## config.mk

```make
export PLATFORM = sky130hd
export DESIGN_NAME = tachometer_rpm_odometer
export DESIGN_NICKNAME = d
export VERILOG_FILES = /design/src/tro_pkg.sv /design/src/tro_div.sv /design/src/tachometer_rpm_odometer.sv
export SDC_FILE = /design/constraint.sdc
export NUM_CORES = 1
export LEC_CHECK = 0
export ABC_AREA = 0
export BUFFER_PORTS_ARGS = -buffer_cell sky130_fd_sc_hd__clkbuf_2
export CORE_MARGIN = 5
export CORE_UTILIZATION = 55
export CTS_CLUSTER_DIAMETER = 80
export DETAILED_ROUTE_END_ITERATION = 7
export MAX_ROUTING_LAYER = met4
export PLACE_DENSITY = 0.77
export SLEW_MARGIN = 15
export SYNTH_ARGS = -nofsm -noshare
export SYNTH_HDL_FRONTEND = slang
export SYNTH_SLANG_ARGS = --single-unit
```

## constraint.sdc

```tcl
create_clock -name i_clk -period 11.85 [get_ports i_clk]
set_input_delay 3.555 -clock i_clk [delete_from_list [all_inputs] [get_ports i_clk]]
set_output_delay 3.555 -clock i_clk [all_outputs]
set_load 0.02 [all_outputs]
```

## src/tro_pkg.sv

```systemverilog
// Shared types and constants for the tachometer rpm / odometer block.
// Used by the top level, the serial divider and the port checker.
package tro_pkg;

    localparam int unsigned RPM_W      = 24;
    localparam int unsigned REV_W      = 32;
    localparam int unsigned DIST_W     = 40;
    localparam int unsigned STEP_W     = 16;
    localparam int unsigned APB_ADDR_W = 4;
    localparam int unsigned APB_DATA_W = 32;

    localparam int unsigned AVERAGE_WINDOW_DEF = 4;

    // register index, taken from paddr[3:2]
    localparam logic [1:0] REG_TICKS_PER_MINUTE  = 2'd0;
    localparam logic [1:0] REG_TIMEOUT_TICKS     = 2'd1;
    localparam logic [1:0] REG_DISTANCE_PER_EDGE = 2'd2;

    localparam logic [RPM_W-1:0]  TPM_RESET     = 24'd60000;
    localparam logic [RPM_W-1:0]  TIMEOUT_RESET = 24'd2000;
    localparam logic [STEP_W-1:0] DIST_RESET    = 16'd256;

    typedef struct packed {
        logic pin_level;
        logic clear_distance;
    } t_in;

    typedef struct packed {
        logic [RPM_W-1:0]  speed_rpm;
        logic [RPM_W-1:0]  mean_rpm;
        logic [REV_W-1:0]  revolution_count;
        logic [DIST_W-1:0] distance_total;
        logic              rising_seen;
    } t_out;

    typedef enum logic {
        S_IDLE,
        S_DIV
    } t_state;

endpackage

```

## src/tro_div.sv

```systemverilog
// Restoring serial divider, one quotient bit per cycle.
// Depends on tro_pkg for the default width.
module tro_div #(
    parameter int unsigned WIDTH = tro_pkg::RPM_W
) (
    input  logic             i_clk,
    input  logic             i_rst_n,
    input  logic             i_start,
    input  logic [WIDTH-1:0] i_dividend,
    input  logic [WIDTH-1:0] i_divisor,
    output logic             o_done,
    output logic [WIDTH-1:0] o_quotient
);
    import tro_pkg::*;

    localparam int unsigned CNT_W = $clog2(WIDTH);

    logic             r_busy, n_busy;
    logic             r_done, n_done;
    logic [CNT_W-1:0] r_cnt, n_cnt;
    logic [WIDTH-1:0] r_rem, n_rem;
    logic [WIDTH-1:0] r_quo, n_quo;
    logic [WIDTH-1:0] r_dvs, n_dvs;

    logic [WIDTH:0]   shifted;
    logic [WIDTH:0]   diff;

    always_comb begin
        shifted = {r_rem, r_quo[WIDTH-1]};
        diff    = shifted - {1'b0, r_dvs};
        n_busy  = r_busy;
        n_done  = 1'b0;
        n_cnt   = r_cnt;
        n_rem   = r_rem;
        n_quo   = r_quo;
        n_dvs   = r_dvs;
        if (i_start) begin
            n_busy = 1'b1;
            n_cnt  = CNT_W'(WIDTH - 1);
            n_rem  = '0;
            n_quo  = i_dividend;
            n_dvs  = i_divisor;
        end else if (r_busy) begin
            // remainder stays below the divisor, so WIDTH bits hold it
            n_rem = diff[WIDTH] ? shifted[WIDTH-1:0] : diff[WIDTH-1:0];
            n_quo = {r_quo[WIDTH-2:0], ~diff[WIDTH]};
            n_cnt = r_cnt - 1'b1;
            if (r_cnt == '0) begin
                n_busy = 1'b0;
                n_done = 1'b1;
            end
        end
    end

    always_ff @(posedge i_clk) begin
        if (!i_rst_n) begin
            r_busy <= 1'b0;
            r_done <= 1'b0;
            r_cnt  <= '0;
        end else begin
            r_busy <= n_busy;
            r_done <= n_done;
            r_cnt  <= n_cnt;
        end
    end

    always_ff @(posedge i_clk) begin
        r_rem <= n_rem;
        r_quo <= n_quo;
        r_dvs <= n_dvs;
    end

    assign o_done     = r_done;
    assign o_quotient = r_quo;

endmodule

```

## src/tachometer_rpm_odometer.sv

```systemverilog
// Top level of the tachometer: edge detect, rpm, window mean and odometer.
// Depends on tro_pkg and tro_div.
//
// One input transfer is one sample tick and yields one result. A tick with no
// rising edge is finished in the cycle it is accepted, so its result is valid
// on the next cycle. A tick with a rising edge runs the rpm division on the
// serial divider, one quotient bit per cycle; the result is written to the
// output register when the divider's done flag rises. Input ready is
// low while the divider runs and while an untaken result sits in the output
// register. Configuration is on an APB port with registers at 0x0, 0x4, 0x8.
module tachometer_rpm_odometer #(
    parameter int unsigned AVERAGE_WINDOW = tro_pkg::AVERAGE_WINDOW_DEF
) (
    input  logic                            i_clk,
    input  logic                            i_rst_n,
    input  logic                            psel,
    input  logic                            penable,
    input  logic                            pwrite,
    input  logic [tro_pkg::APB_ADDR_W-1:0]  paddr,
    input  logic [tro_pkg::APB_DATA_W-1:0]  pwdata,
    output logic [tro_pkg::APB_DATA_W-1:0]  prdata,
    output logic                            pready,
    input  logic                            i_in_valid,
    output logic                            o_in_ready,
    input  tro_pkg::t_in                    i_in_data,
    output logic                            o_out_valid,
    input  logic                            i_out_ready,
    output tro_pkg::t_out                   o_out_data
);
    import tro_pkg::*;

    localparam int unsigned SUM_W = RPM_W + $clog2(AVERAGE_WINDOW);
    localparam int unsigned PH_W  = $clog2(AVERAGE_WINDOW);
    localparam int unsigned SHIFT = $clog2(AVERAGE_WINDOW + 1) - 1;

    // configuration
    logic [RPM_W-1:0]  r_tpm;
    logic [RPM_W-1:0]  r_timeout;
    logic [STEP_W-1:0] r_step;

    // tick state
    t_state            r_state, n_state;
    logic              r_last, n_last;
    logic [RPM_W-1:0]  r_elapsed, n_elapsed;
    logic [RPM_W-1:0]  r_rpm, n_rpm;
    logic [RPM_W-1:0]  r_mean, n_mean;
    logic [SUM_W-1:0]  r_sum, n_sum;
    logic [PH_W-1:0]   r_phase, n_phase;
    logic [REV_W-1:0]  r_revs, n_revs;
    logic [DIST_W-1:0] r_odo, n_odo;
    logic              r_to_pend, n_to_pend;
    logic              r_out_valid, n_out_valid;
    t_out              r_out, n_out;

    logic              in_xfer;
    logic              rising;
    logic [RPM_W-1:0]  elapsed_inc;
    logic              timed_out;
    logic              div_start;
    logic              div_done;
    logic [RPM_W-1:0]  div_quo;
    logic [SUM_W-1:0]  sum_add;
    logic [SUM_W-1:0]  sum_shift;
    logic              cfg_wr;

    tro_div #(
        .WIDTH(RPM_W)
    ) u_div (
        .i_clk     (i_clk),
        .i_rst_n   (i_rst_n),
        .i_start   (div_start),
        .i_dividend(r_tpm),
        .i_divisor (elapsed_inc),
        .o_done    (div_done),
        .o_quotient(div_quo)
    );

    // APB
    assign pready = 1'b1;
    assign cfg_wr = psel && penable && pwrite;

    always_comb begin
        case (paddr[3:2])
            REG_TICKS_PER_MINUTE:  prdata = APB_DATA_W'(r_tpm);
            REG_TIMEOUT_TICKS:     prdata = APB_DATA_W'(r_timeout);
            REG_DISTANCE_PER_EDGE: prdata = APB_DATA_W'(r_step);
            default:               prdata = '0;
        endcase
    end

    always_ff @(posedge i_clk) begin
        if (!i_rst_n) begin
            r_tpm     <= TPM_RESET;
            r_timeout <= TIMEOUT_RESET;
            r_step    <= DIST_RESET;
        end else if (cfg_wr) begin
            case (paddr[3:2])
                REG_TICKS_PER_MINUTE:  r_tpm     <= pwdata[RPM_W-1:0];
                REG_TIMEOUT_TICKS:     r_timeout <= pwdata[RPM_W-1:0];
                REG_DISTANCE_PER_EDGE: r_step    <= pwdata[STEP_W-1:0];
                default: ;
            endcase
        end
    end

    assign o_in_ready  = (r_state == S_IDLE) && (!r_out_valid || i_out_ready);
    assign in_xfer     = i_in_valid && o_in_ready;
    assign rising      = !r_last && i_in_data.pin_level;
    assign elapsed_inc = (r_elapsed == '1) ? r_elapsed : r_elapsed + 1'b1;
    assign timed_out   = elapsed_inc > r_timeout;
    assign sum_add     = r_sum + SUM_W'(div_quo);
    assign sum_shift   = sum_add >> SHIFT;

    always_comb begin
        n_state     = r_state;
        n_last      = r_last;
        n_elapsed   = r_elapsed;
        n_rpm       = r_rpm;
        n_mean      = r_mean;
        n_sum       = r_sum;
        n_phase     = r_phase;
        n_revs      = r_revs;
        n_odo       = r_odo;
        n_to_pend   = r_to_pend;
        n_out_valid = r_out_valid;
        n_out       = r_out;
        div_start   = 1'b0;

        if (r_out_valid && i_out_ready) begin
            n_out_valid = 1'b0;
        end

        case (r_state)
            S_IDLE: begin
                if (in_xfer) begin
                    n_last = i_in_data.pin_level;
                    if (rising) begin
                        n_revs = r_revs + 1'b1;
                        n_odo  = r_odo + DIST_W'(r_step);
                    end
                    n_elapsed = (rising || timed_out) ? '0 : elapsed_inc;
                    if (i_in_data.clear_distance) begin
                        n_revs = '0;
                        n_odo  = '0;
                    end
                    if (rising) begin
                        // rpm and timeout are settled when the quotient is in
                        div_start = 1'b1;
                        n_to_pend = timed_out;
                        n_state   = S_DIV;
                    end else begin
                        if (timed_out) begin
                            n_rpm   = '0;
                            n_mean  = '0;
                            n_sum   = '0;
                            n_phase = '0;
                        end
                        n_out_valid = 1'b1;
                        n_out       = '{n_rpm, n_mean, n_revs, n_odo, 1'b0};
                    end
                end
            end
            S_DIV: begin
                if (div_done) begin
                    n_rpm = div_quo;
                    if (r_phase == PH_W'(AVERAGE_WINDOW - 1)) begin
                        n_mean  = (|sum_shift[SUM_W-1:RPM_W]) ? '1
                                                              : sum_shift[RPM_W-1:0];
                        n_sum   = '0;
                        n_phase = '0;
                    end else begin
                        n_sum   = sum_add;
                        n_phase = r_phase + 1'b1;
                    end
                    if (r_to_pend) begin
                        n_rpm   = '0;
                        n_mean  = '0;
                        n_sum   = '0;
                        n_phase = '0;
                    end
                    n_out_valid = 1'b1;
                    n_out       = '{n_rpm, n_mean, r_revs, r_odo, 1'b1};
                    n_state     = S_IDLE;
                end
            end
            default: n_state = S_IDLE;
        endcase
    end

    always_ff @(posedge i_clk) begin
        if (!i_rst_n) begin
            r_state     <= S_IDLE;
            r_last      <= 1'b0;
            r_elapsed   <= '0;
            r_rpm       <= '0;
            r_mean      <= '0;
            r_sum       <= '0;
            r_phase     <= '0;
            r_revs      <= '0;
            r_odo       <= '0;
            r_to_pend   <= 1'b0;
            r_out_valid <= 1'b0;
        end else begin
            r_state     <= n_state;
            r_last      <= n_last;
            r_elapsed   <= n_elapsed;
            r_rpm       <= n_rpm;
            r_mean      <= n_mean;
            r_sum       <= n_sum;
            r_phase     <= n_phase;
            r_revs      <= n_revs;
            r_odo       <= n_odo;
            r_to_pend   <= n_to_pend;
            r_out_valid <= n_out_valid;
        end
    end

    always_ff @(posedge i_clk) begin
        r_out <= n_out;
    end

    assign o_out_valid = r_out_valid;
    assign o_out_data  = r_out;

endmodule

```

# [Word-level counts from Yosys, hierarchy flattened]
# Index checks and enable logic that the tools add are counted.
[op_classes] order_cmp=1 n_eq_ne=8 muxes=57 reduce_logical=22 n_bitwise=4 n_addsub=7
[ops] cell="$mux 24" count=16
[ops] cell="$mux 121" count=3
[ops] cell="$pmux 121 s2" count=1
[ops] cell="$mux 26" count=6
[ops] cell="$pmux 24 s2" count=2
[ops] cell="$mux 40" count=2
[ops] cell="$pmux 24 s3" count=1
[ops] cell="$mux 32" count=2
[ops] cell="$pmux 26 s2" count=1
[ops] cell="$add 40x16->40" count=1
[ops] cell="$add 32x1->32 const B" count=1
[ops] cell="$add 26x24->26" count=1
[ops] cell="$sub 25x24->25" count=1
[ops] cell="$add 24x1->24 const B" count=1
[ops] cell="$eq 24x24->1 const B" count=1
[ops] cell="$gt 24x24->1" count=1
[ops] cell="$mux 1" count=12
[ops] cell="$mux 2" count=6
[ops] cell="$mux 5" count=2
[ops] cell="$reduce_and 2->1" count=4
[ops] cell="$logic_and 1x1->1" count=6
[ops] cell="$ne 2x2->1 const B" count=3
[ops] cell="$reduce_and 3->1" count=2
[ops] cell="$logic_not 5->1" count=1
[ops] cell="other kinds (15)" count=22
[word_totals] register_bits=440 output_inout_bits=156 elab_cells=125 inputBits=45

# [Longest topological paths before layout]
# Gate-level depths: netlist of run 1.
[depth] word_depth=7 ltp_mapped=19 ltp_nobuf=17

# [Modules after synthesis]
# Synthesis of run 1 repeated with hierarchy kept, for this count alone.
[unflattened] hier_cells=2403 area_unflattened_um2=22559.1
[by_module_without_submodules] mod="tachometer_rpm_odometer" area_per_inst_um2=18049.8 cells_per_inst=1971 n_inst=1
[by_module_without_submodules] mod="tro_div" area_per_inst_um2=4509.3 cells_per_inst=432 n_inst=1

# [Worst setup path before layout of run 1]
# OpenSTA, ideal clock, no wires.
[synth_timing] path_kind="input to register" startpoint="input i_out_ready" endpoint="register r_sum[20]" setup_ps=117 n_path_buf=2 path_slack_ps=248 required_ps=11733 path_stages=9 arrival_time_ps=11486 cell_sequence="nor2b_1 nor2_1 nand2_1 o21ai_1 a32oi_1 and2_1 clkbuf_1 clkbuf_1 a22o_1"
[synth_between] elab_chain_len=5
[synth_lines] element="start, declared" line_no="tachometer_rpm_odometer.sv:27" source="input logic i_out_ready,"
[synth_lines] element="$logic_or 1x1->1" line_no="tachometer_rpm_odometer.sv:106" source="assign o_in_ready = (r_state == S_IDLE) && (!r_out_valid || i_out_ready);"
[synth_lines] element="$logic_and 1x1->1" line_no="tachometer_rpm_odometer.sv:106"
[synth_lines] element="net o_in_ready" line_no="tachometer_rpm_odometer.sv:24" source="output logic o_in_ready,"
[synth_lines] element="$logic_and 1x1->1" line_no="tachometer_rpm_odometer.sv:107" source="assign in_xfer = i_in_valid && o_in_ready;"
[synth_lines] element="$ne 2x2->1 (no line)"
[synth_lines] element="$reduce_and 4->1 (no line)"
[synth_lines] element="end signal, assigned" line_no="tachometer_rpm_odometer.sv:209" source="r_sum <= n_sum;"
[synth_lines] element="end, declared" line_no="tachometer_rpm_odometer.sv:47" source="logic [SUM_W-1:0] r_sum, n_sum;"
# The timed path passes the listed nets, and every way through them passes these cells.
# A chain may end at the register's enable or synchronous reset.

# [Worst setup path in the final report of run 1]
[layout_timing] startpoint="input paddr[3] (netlist name)" endpoint="output prdata[15] (netlist name)"
[layout_between] elab_chain_len=2 elab_cells_between_ends=4 cone_classes="eq/ne: 2; mux: 1; reduce/logical: 1"
[layout_lines] element="start, declared" line_no="tachometer_rpm_odometer.sv:19" source="input logic [tro_pkg::APB_ADDR_W-1:0] paddr,"
[layout_lines] element="$eq 2x2->1 (tied with other cells)" line_no="tachometer_rpm_odometer.sv:83" source="case (paddr[3:2])"
[layout_lines] element="$pmux 24 s3 *" line_no="tachometer_rpm_odometer.sv:83"
[layout_lines] element="end, declared" line_no="tachometer_rpm_odometer.sv:21" source="output logic [tro_pkg::APB_DATA_W-1:0] prdata,"
# Mark *: on every way between the ends. The rest lies on a longest branch, timed or not.

==> results of run 1 <==
-- metal layers --
metal	GRT usage	up-vias	part of all wire
met3	0.0474	168	0.088
li1	-	9524	-
met1	0.360	9914	0.42
met4	0.0930	0	0.032
met5	-	-	0
met2	0.435	1102	0.46
-- critical path, cell delays in order --
cell and delay (ns):
clkbuf_2 0.54, nor2b_1 0.45, buf_4 0.30, nand2_1 0.11
o21ai_0 0.23, clkbuf_2 0.27
-- where the power goes --
group	switching (mW)	internal [mW]
clock	0.612	0.887
combinational	0.401	0.205
sequential	0.0490	1.65
total	1.06	2.74
-- worst max path at each step --
stage                 from                     end  slack, ns  depth (start not counted)
2_1_floorplan  i_out_ready  r_sum[20]$_SDFFE_PN0P_       0.25                          9
3_3_place_gp      paddr[3]              prdata[15]       2.99                          6
3_5_place_dp      paddr[3]              prdata[15]       2.94                          6
4_1_cts           paddr[3]              prdata[15]       2.93                          6
5_1_grt           paddr[3]              prdata[15]       2.76                          6
6_report          paddr[3]              prdata[15]       2.84                          6
-- registers in the layout, summed over array words and instances (netlist names), 5 cells and up --
register / flops
u_div.r_cnt: 5
r_revs: 32
u_div.o_quotient: 24
r_mean: 24
u_div.r_dvs: 24
r_odo: 40
r_tpm: 24
r_rpm: 24
r_elapsed: 24
r_timeout: 24
r_sum: 26
r_step: 16
u_div.r_rem: 24
o_out_data: 121
-- cell type report --
class                   count  area share
clock inverters            27      0.0126
flip-flops and latches    440       0.409
repair buffers            210      0.0438
multi-input cells        1863       0.446
well taps                 532      0.0259
diodes                      1   0.0000975
inverters                  99      0.0146
clock buffers              58      0.0478
-- cells in the mapped netlist, drive strengths merged, types with 7 or more instances --
cell	instances	area, sq um
nand3	113	566
nor2	169	634
a211oi	10	75.1
a22o	91	797
o2111ai	8	70.1
a22oi	50	375
xnor2	50	445
buf	24	140
and3	22	138
nand4	26	163
o21a	19	143
clkbuf	139	522
dfxtp	271	5430
a21oi	193	966
inv	98	368
a32oi	8	70.1
nand2	368	1380
o22ai	7	43.8
xor2	27	236
nor3	37	185
mux2i	39	390
o21ai	175	876
or4	16	120
and4	10	87.6
nor2b	23	144
edfxtp	169	5070
ha	93	1160
or3	44	275
a31oi	29	181
o21bai	11	82.6
o211ai	27	203
and2	18	113
nand2b	21	131
o31ai	28	210
a21o	31	233
-- cells by family after synthesis --
family,count (synthesis)
buffers and inverters,262
adders and majority gates,96
other,2
xor gates and xnor gates,77
DFF,440
AOI/OAI and AO/OA,748
and+or+nand+nor,893
muxes,40
-- metrics by stage --
stage	total power, mW	instance area (sq um)
floorplan	2.16	22900
global placement	2.29	24100
detailed placement	2.32	24100
CTS	3.80	25600
global route	3.95	25700
finish	3.80	25700
==> summary.md, run 1 <==
| Metric | Value |
|---|---|
| Fin cells | `~3,200` |
| Die width | `214 microns` |
| Worst min path class | `reg2reg` |
| Starting DRC count in detailed routing | `2,325` |
| R2R Path Start | `r_elapsed[0]$_SDFFE_PN0P_` |
| # IOs | `201` |
| H-tree levels | `2` |
| Clock transition at path regs | `around 0.060 ns` |
| # resized after CTS | `0` |
| Final HPWL DP | `44,000 microns` |
| CTS buffer count | `46` |
| Clock Skews | `0.0375 ns` |
| Sequential fraction of the synthesis area | `0.459` |
| RSZ-0062 raised after global routing | `no` |
| Post-route setup slack | `about 2.8 ns` |
| Post-Synth XOR/XNOR Area | `0.0298` |
| Detail Route Antenna Nets | `0` |
| Hold depth | `2` |
| Crit start category | `input port` |
| DRT Pass-1 Iters | `6` |
| Worst Path Required | `8.30 ns` |
| Post-synth EDFFs | `169` |
| Final min period | `9.01 ns` |
| Clk_lat worst skew | `0.59 ns` |
| Total Wirelength | `64,900 microns` |
| First-pass GRT wire length | `102,000 microns` |
| Initial Util | `0.558` |
| Worst-path fanout max | `29` |
| Core area | `41,000 sq um` |
| Post-CTS Setup Bufs | `0` |
| Clk root buf | `clkbuf_16` |
| Syn Std Cell Area | `~23,000 sq um` |
| Setup crit end kind | `primary output` |
| Register area | `10,500 sq um` |
| R2r worst-path depth | `17` |
| DR DRC count | `0` |
| Adder-cell share of the synthesized area | `0.0535` |
| Mapped Avg Cell Area | `8.95 sq um` |
| Placed cells | `3,144` |
| Relative slew slack | `0.211` |
| Die height | `214 microns` |
| Max-slew violations | `0` |
| Worst Hold End | `r_mean[8]$_SDFFE_PN0P_` |
| TritonCTS clock tree | `built` |
| Fin Setup TNS | `0 ns` |
| Total grt overflow | `0` |
| Worst slew pin tran | `1.18 ns` |
| Multi-input logic area | `11,500 sq um` |
| Run status | `finished, final reports clean` |
| Pwr/cell area | `148 nW/um^2` |
| WL/cell | `20.1 microns` |
| Post-synthesis sequential element count | `440` |
| Largest net degree at the start of global routing | `74` |
| Area growth from synthesis to layout | `12.2%` |
| Synth Area in Compound Gates | `0.215` |
| Gate Count Post-Synth | `2,558` |
| Most frequent cells in the layout | `nand2_1, dfxtp_1, a21oi_1` |
| Synth unique cells | `between 70 and 80` |
| Vias in the first global route | `19,300` |
| Largest family of logic cells by synthesized area | `compound AO/OA/AOI/OAI gates` |
| Fin. Hold Viols | `0` |
| Min Hold Slack | `0.468 ns` |
| Die area | `45,800 sq um` |
| Leakage | `9.98 nW` |
| Final nets | `2,801` |
| Max_cap viols | `0` |
| FMAX | `0.111 GHz` |
| Hold buffers post-CTS | `0` |
| Critical path type | `in2out` |
| Synth async-reset ratio | `0` |
| Hold path start | `r_mean[8]$_SDFFE_PN0P_` |
| Port Buffers | `about 180` |
| Clock Sinks | `440` |
| Max clock buf depth | `3` |
| Final core occ | `0.626` |
| Fillers | `3,326` |
| Worst reg-to-reg setup slack | `6.03 ns` |
| GPL Wtd Cong | `1.01` |
| Num rows | `74` |
| Primary FF master, synth | `dfxtp_1` |
| Worst r2r dst | `r_sum[15]$_SDFFE_PN0P_` |
| Maximum VDD drop | `105 uV` |
| Vias per inst | `around 6.4` |
| Setup WS pre-CTS | `2.94 ns` |
| Post-synthesis simple-gate area fraction | `0.180` |
| Layout cells sized above 1 | `0.112` |
| Ys Warns | `0` |
| GRT Util Overall | `0.274` |
| Endpoints failing setup | `0` |
| Initial antenna violation count | `1` |
| Total number of vias | `20,700` |
| Mux contribution to synthesized area | `0.0176` |
| CP arrival | `5.45 ns` |
| Commonest non-fill, non-tap cell in the layout | `nand2_1` |
| Final Cycle Share | `0.760` |
No activity file was read; power rests on OpenSTA's default activity.
==> inputs of run 2 (changes only) <==
==> constraint.sdc (replaced) <==
create_clock -name i_clk -period 7.2 [get_ports i_clk]
set_input_delay 2.16 -clock i_clk [delete_from_list [all_inputs] [get_ports i_clk]]
set_output_delay 2.16 -clock i_clk [all_outputs]
set_load 0.02 [all_outputs]
==> run 2 against run 1 <==
Against the previous run: routed wire length shrank 0.60%; register-to-register slack lost 4.7 ns; power grew 63%; sequential cell count is the same; critical path type unchanged; largest cell class unchanged.
==> summary.md, run 2 (synthesis gave the netlist of run 1 again) <==
| Metric | Value |
|---|---|
| # resized after CTS | `0` |
| Tot Pwr | `6.20 mW` |
| Die width | `about 210 microns` |
| Worst reg-to-reg setup slack | `1.30 ns` |
| Hold buffers post-CTS | `0` |
| WL/cell | `20.0 microns` |
| Worst Hold End | `r_mean[19]$_SDFFE_PN0P_` |
| Vias per inst | `~6.3` |
| Core area | `around 41,000 sq um` |
| Most frequent cells in the layout | `nand2_1, dfxtp_1, a21oi_1` |
| Final min period | `6.00 ns` |
| Initial antenna violation count | `1` |
| FMAX | `0.167 GHz` |
| Initial Util | `0.558` |
| First-pass GRT wire length | `~100,000 microns` |
| Clock Skews | `0.0224 ns` |
| GRT Util Overall | `0.276` |
| H-tree levels | `2` |
| Total grt overflow | `0` |
| Run status | `finished, final reports clean` |
| Max_cap viols | `0` |
| Relative slew slack | `0.230` |
| Fin Setup TNS | `0 ns` |
| DR DRC count | `0` |
| Max-slew violations | `0` |
| Clk root buf | `clkbuf_16` |
| Starting DRC count in detailed routing | `2,544` |
| Vias in the first global route | `between 15,000 and 20,000` |
| R2R Path Start | `r_elapsed[0]$_SDFFE_PN0P_` |
| Layout cells sized above 1 | `0.114` |
| Clock Sinks | `440` |
| Die area | `45,800 sq um` |
| Final HPWL DP | `between 40,000 and 50,000 microns` |
| RSZ-0062 raised after global routing | `no` |
| Fin cells | `~3,200` |
| Crit start category | `input port` |
| DRT Pass-1 Iters | `6` |
| Hold path start | `r_mean[19]$_SDFFE_PN0P_` |
| Clock transition at path regs | `around 0.060 ns` |
| Hold depth | `2` |
| Final Cycle Share | `0.834` |
| Leakage | `9.97 nW` |
| Max clock buf depth | `3` |
| R2r worst-path depth | `17` |
| Port Buffers | `181` |
| Total Wirelength | `about 64,000 microns` |
| Endpoints failing setup | `0` |
| Worst min path class | `reg2reg` |
| Final core occ | `0.625` |
| Final nets | `between 2,000 and 3,000` |
| Worst r2r dst | `r_sum[18]$_SDFFE_PN0P_` |
| Clk_lat worst skew | `0.59 ns` |
| Fin. Hold Viols | `0` |
| Area growth from synthesis to layout | `12.0%` |
| Total number of vias | `20,500` |
| TritonCTS clock tree | `built` |
| CTS buffer count | `45` |
| Die height | `214 microns` |
| Commonest non-fill, non-tap cell in the layout | `nand2_1` |
| # IOs | `approximately 200` |
| Pwr/cell area | `roughly 240 nW/um^2` |
| Largest net degree at the start of global routing | `70` |
| Register area | `10,500 sq um` |
| Worst slew pin tran | `1.16 ns` |
| Placed cells | `3,146` |
| Setup crit end kind | `primary output` |
| Max reg flops | `121` |
| Post-CTS Setup Bufs | `0` |
| Fillers | `3,380` |
| Num rows | `74` |
| Detail Route Antenna Nets | `0` |
| GPL Wtd Cong | `0.917` |
| CP arrival | `3.84 ns` |
| Worst Path Required | `between 5 and 6 ns` |
| Worst-path fanout max | `22` |
| Critical path type | `in2out` |
| Maximum VDD drop | `178 uV` |
| Multi-input logic area | `11,400 sq um` |
==> run 2: worst max path at each step <==
stage / slack [ns] / from / end
finish: 1.20 / paddr[2] / prdata[15]
global route: 0.91 / r_elapsed[0]$_SDFFE_PN0P_ / r_sum[23]$_SDFFE_PN0P_
CTS: 1.28 / paddr[2] / prdata[15]
detailed placement: 1.28 / paddr[2] / prdata[15]
global placement: 1.31 / paddr[2] / prdata[15]
floorplan: 0.98 / i_out_ready / r_mean[10]$_SDFFE_PN0P_
==> run 2: layer usage <==
layer	share of wire	track usage	wire length, microns	vias up
li1	-	-	-	9519
met4	0.032	0.0902	2090	0
met1	0.41	0.369	26500	9802
met2	0.46	0.433	29800	1004
met3	0.094	0.0459	6050	148
met5	0	-	0	-
==> run 2: worst max-delay path, cell delays in order <==
cell and delay (ns):
clkbuf_2 0.52, buf_4 0.35, mux2i_1 0.10, o21ai_0 0.43
clkbuf_2 0.27
==> run 2: layout make-up <==
class	instances	share of cell area
clock buffer	57	0.0461
tap	532	0.0260
multi-input combinational	1863	0.447
sequential	440	0.410
antenna	1	0.0000977
inverter	99	0.0146
timing repair buffer	212	0.0444
clock inverter	27	0.0123
==> run 2: metrics by stage <==
stage / hold slack [ns] / instance area (sq um) / worst slack [ns]
2_1_floorplan: 0.406 / 22900 / 0.981
3_3_place_gp: 0.434 / 24100 / 1.31
3_5_place_dp: 0.448 / 24100 / 1.28
4_1_cts: 0.462 / 25600 / 1.28
5_1_grt: 0.489 / 25600 / 0.912
6_report: 0.465 / 25600 / 1.20
==> run 2: power by group <==
group,switching (mW),internal [mW],total [mW]
Sequential,0.0816,2.71,2.79
Combinational,0.659,0.338,0.997
Clock,1.02,1.39,2.41
==> inputs of run 3 (changes only) <==
--- a/config.mk
+++ b/config.mk
@@ -5,14 +5,14 @@
 export SDC_FILE = /design/constraint.sdc
 export NUM_CORES = 1
 export LEC_CHECK = 0
-export ABC_AREA = 0
+export ABC_AREA = 1
 export BUFFER_PORTS_ARGS = -buffer_cell sky130_fd_sc_hd__clkbuf_2
 export CORE_MARGIN = 5
-export CORE_UTILIZATION = 55
+export CORE_UTILIZATION = 60
 export CTS_CLUSTER_DIAMETER = 80
 export DETAILED_ROUTE_END_ITERATION = 7
 export MAX_ROUTING_LAYER = met4
-export PLACE_DENSITY = 0.77
+export PLACE_DENSITY = 0.8
 export SLEW_MARGIN = 15
 export SYNTH_ARGS = -nofsm -noshare
 export SYNTH_HDL_FRONTEND = slang
==> constraint.sdc (replaced) <==
create_clock -name i_clk -period 5.8 [get_ports i_clk]
set_input_delay 1.74 -clock i_clk [delete_from_list [all_inputs] [get_ports i_clk]]
set_output_delay 1.74 -clock i_clk [all_outputs]
set_load 0.02 [all_outputs]
==> run 3 against run 2 <==
Against the previous run: clock skew is 0.0081 ns lower; clock power grew 27%; synthesized area grew 8.8%; critical path depth is 1 higher; via count increased by 15%; register-to-register slack got worse by 0.36 ns; sequential cell count stayed put; synthesized cell count up 33%; routed wire length rose by 9.9%; largest cell class unchanged.
==> summary.md, run 3 <==
| Metric | Value |
|---|---|
| Run status | `finished, final reports clean` |
| Maximum VDD drop | `268 uV` |
| Primary FF master, synth | `dfxtp_1` |
| Core area | `40,900 sq um` |
| Starting DRC count in detailed routing | `between 1,500 and 2,000` |
| FMAX | `0.198 GHz` |
| Layout cells sized above 1 | `0.0989` |
| Synth unique cells | `56` |
| Worst min path class | `reg2reg` |
| Commonest non-fill, non-tap cell in the layout | `nand2_1` |
| First-pass GRT wire length | `approximately 110,000 microns` |
| Total number of vias | `roughly 23,000` |
| Design Area, Final | `27,500 sq um` |
| GPL Wtd Cong | `around 1.0` |
| Multi-input logic area | `12,200 sq um` |
| Vias per inst | `5.75` |
| Fin Setup TNS | `0 ns` |
| GR Util met3 | `0.0454` |
| # IOs | `201` |
| Ys Warns | `0` |
| Gate Count Post-Synth | `3,400` |
| Area post-placement | `25,900 sq um` |
| R2r worst-path depth | `18` |
| Final min period | `5.06 ns` |
| Worst reg-to-reg setup slack | `0.94 ns` |
| Syn Std Cell Area | `approximately 25,000 sq um` |
| Max-slew violations | `0` |
| Num rows | `74` |
| Most frequent cell after synthesis | `nand2_1` |
| Crit start category | `input port` |
| Post-synth EDFFs | `~170` |
| Pwr/cell area | `approximately 350 nW/um^2` |
| Met1 GRT Util | `0.401` |
| Most frequent cells in the layout | `nand2_1, inv_1, dfxtp_1` |
| Worst r2r dst | `r_sum[15]$_SDFFE_PN0P_` |
| DR DRC count | `0` |
| Port Buffers | `181` |
| Register area | `10,500 sq um` |
| RSZ-0062 raised after global routing | `no` |
| Endpoints failing setup | `0` |
| Top post-synthesis cells by area | `dfxtp_1, edfxtp_1, nand2_1` |
| R2R Path Start | `r_elapsed[0]$_SDFFE_PN0P_` |
| Hold buffers post-CTS | `0` |
| Area growth from synthesis to layout | `10.6%` |
| Commonest cells in the netlist | `nand2_1, inv_1, dfxtp_1` |
| Worst-path fanout max | `14` |
| Hold path start | `r_last$_SDFFE_PN0P_` |
| Fin. Hold Viols | `0` |
| Final HPWL DP | `50,800 microns` |
| Max_cap viols | `0` |
| Met2 usage | `0.506` |
| Sequential fraction of the synthesis area | `0.422` |
| Clock transition at path regs | `0.06 ns` |
| Clock Skews | `0.0144 ns` |
| Die width | `214 microns` |
| Clk root buf | `clkbuf_16` |
| Mapped Avg Cell Area | `about 7.3 sq um` |
| Max clock buf depth | `3` |
| Die height | `214 microns` |
| Total Wirelength | `70,900 microns` |
| GRT Util Overall | `0.314` |
| Relative slew slack | `0.289` |
| # resized after CTS | `0` |
| Worst Hold End | `r_last$_SDFFE_PN0P_` |
| Final Cycle Share | `0.872` |
| Post-synth top area share | `0.218` |
| Fillers | `3,448` |
| DRT Pass-1 Iters | `6` |
| Leakage | `12.3 nW` |
| Final nets | `roughly 3,600` |
| Die area | `approximately 46,000 sq um` |
| Detail Route Antenna Nets | `0` |
| Post-synthesis sequential element count | `440` |
| Setup crit end kind | `primary output` |
| Hold depth | `2` |
| Worst Path Required | `4.06 ns` |
| Max reg flops | `121` |
| Post-CTS Setup Bufs | `0` |
| CTS buffer count | `47` |
| Worst slew pin tran | `1.07 ns` |
| WL/cell | `17.4 microns` |
| Clock Sinks | `440` |
| Synth async-reset ratio | `0` |
| Initial Util | `0.609` |
| TritonCTS clock tree | `built` |
| Initial antenna violation count | `4` |
| GRT Max-Usage Layer | `met2` |
| H-tree levels | `2` |
| Clk_lat worst skew | `0.60 ns` |
| Cell taking the most area after synthesis | `dfxtp_1` |
| Total grt overflow | `0` |
| CP arrival | `3.32 ns` |
| Largest net degree at the start of global routing | `139` |
| Critical path type | `in2out` |
| Vias in the first global route | `22,000` |
-- run 3: changes by cell type after synthesis, sizes merged, moves of 39 or more --
cell / delta
a21oi: +69
a22o: -91
a22oi: -50
nor2: +53
or3: -44
nand2: +609
nand4: +60
clkbuf: -49
nand3: +151
inv: +281
buf: +48
o21ai: +108
mux2i: -39
-- run 3: critical path, cell delays in order --
cell	delay, ns
clkbuf_2	0.13
inv_1	0.12
nand2_1	0.34
buf_4	0.34
o221ai_1	0.38
clkbuf_2	0.26
-- run 3: routing by layer --
metal	up-vias	wire length, microns
met5	-	0
met4	0	3040
met1	10900	29800
li1	11500	-
met3	178	5250
met2	918	32700
-- run 3: logic make-up (layout without fill, tap and decap cells) --
logic type                 Yosys count  in the layout  share of synthesized area
buffers and inverters              544            676                     0.0895
DFF                                440            440                      0.422
adders and majority gates           96             96                     0.0491
xor gates and xnor gates            58             58                     0.0207
other                                2             14                   0.000302
AOI/OAI and AO/OA                  636            636                      0.138
and+or+nand+nor                   1624           1624                      0.281
-- run 3: through the flow --
stage / setup slack (ns) / power (mW) / instances / hold WS [ns] / util
finish: 0.740 / 9.67 / 4076 / 0.461 / 0.673
floorplan: 1.23 / 5.93 / 3407 / 0.409 / -
global route: 0.636 / 10.2 / 4075 / 0.487 / 0.673
detailed placement: 0.794 / 6.62 / 3983 / 0.454 / 0.634
global placement: 0.814 / 6.55 / 3983 / 0.439 / 0.634
CTS: 0.781 / 9.68 / 4071 / 0.463 / 0.673
-- run 3: worst max-delay path by stage --
stage	from	to	slack, ns	depth (start not counted)
floorplan	i_out_ready	o_out_data[0]$_DFFE_PP_	1.23	8
global placement	paddr[3]	prdata[6]	0.81	6
detailed placement	paddr[3]	prdata[14]	0.79	5
CTS	paddr[3]	prdata[14]	0.78	5
global route	r_elapsed[0]$_SDFFE_PN0P_	r_sum[15]$_SDFFE_PN0P_	0.64	17
finish	paddr[3]	prdata[6]	0.74	6
-- run 3: where the power goes --
group / total [mW] / switching, mW / internal [mW]
Combinational: 2.75 / 1.89 / 0.863
Sequential: 3.85 / 0.253 / 3.60
Clock: 3.06 / 1.29 / 1.77
-- run 3: area by class of cell --
| cell class | count | share of cell area |
|---|---|---|
| Tap cell | 532 | 0.0242 |
| Sequential cell | 440 | 0.381 |
| Clock inverter | 22 | 0.00690 |
| Antenna cell | 5 | 0.000454 |
| Timing Repair Buffer | 206 | 0.0412 |
| Clock buffer | 66 | 0.0505 |
| Multi-Input combinational cell | 2423 | 0.443 |
| Inverter | 382 | 0.0523 |
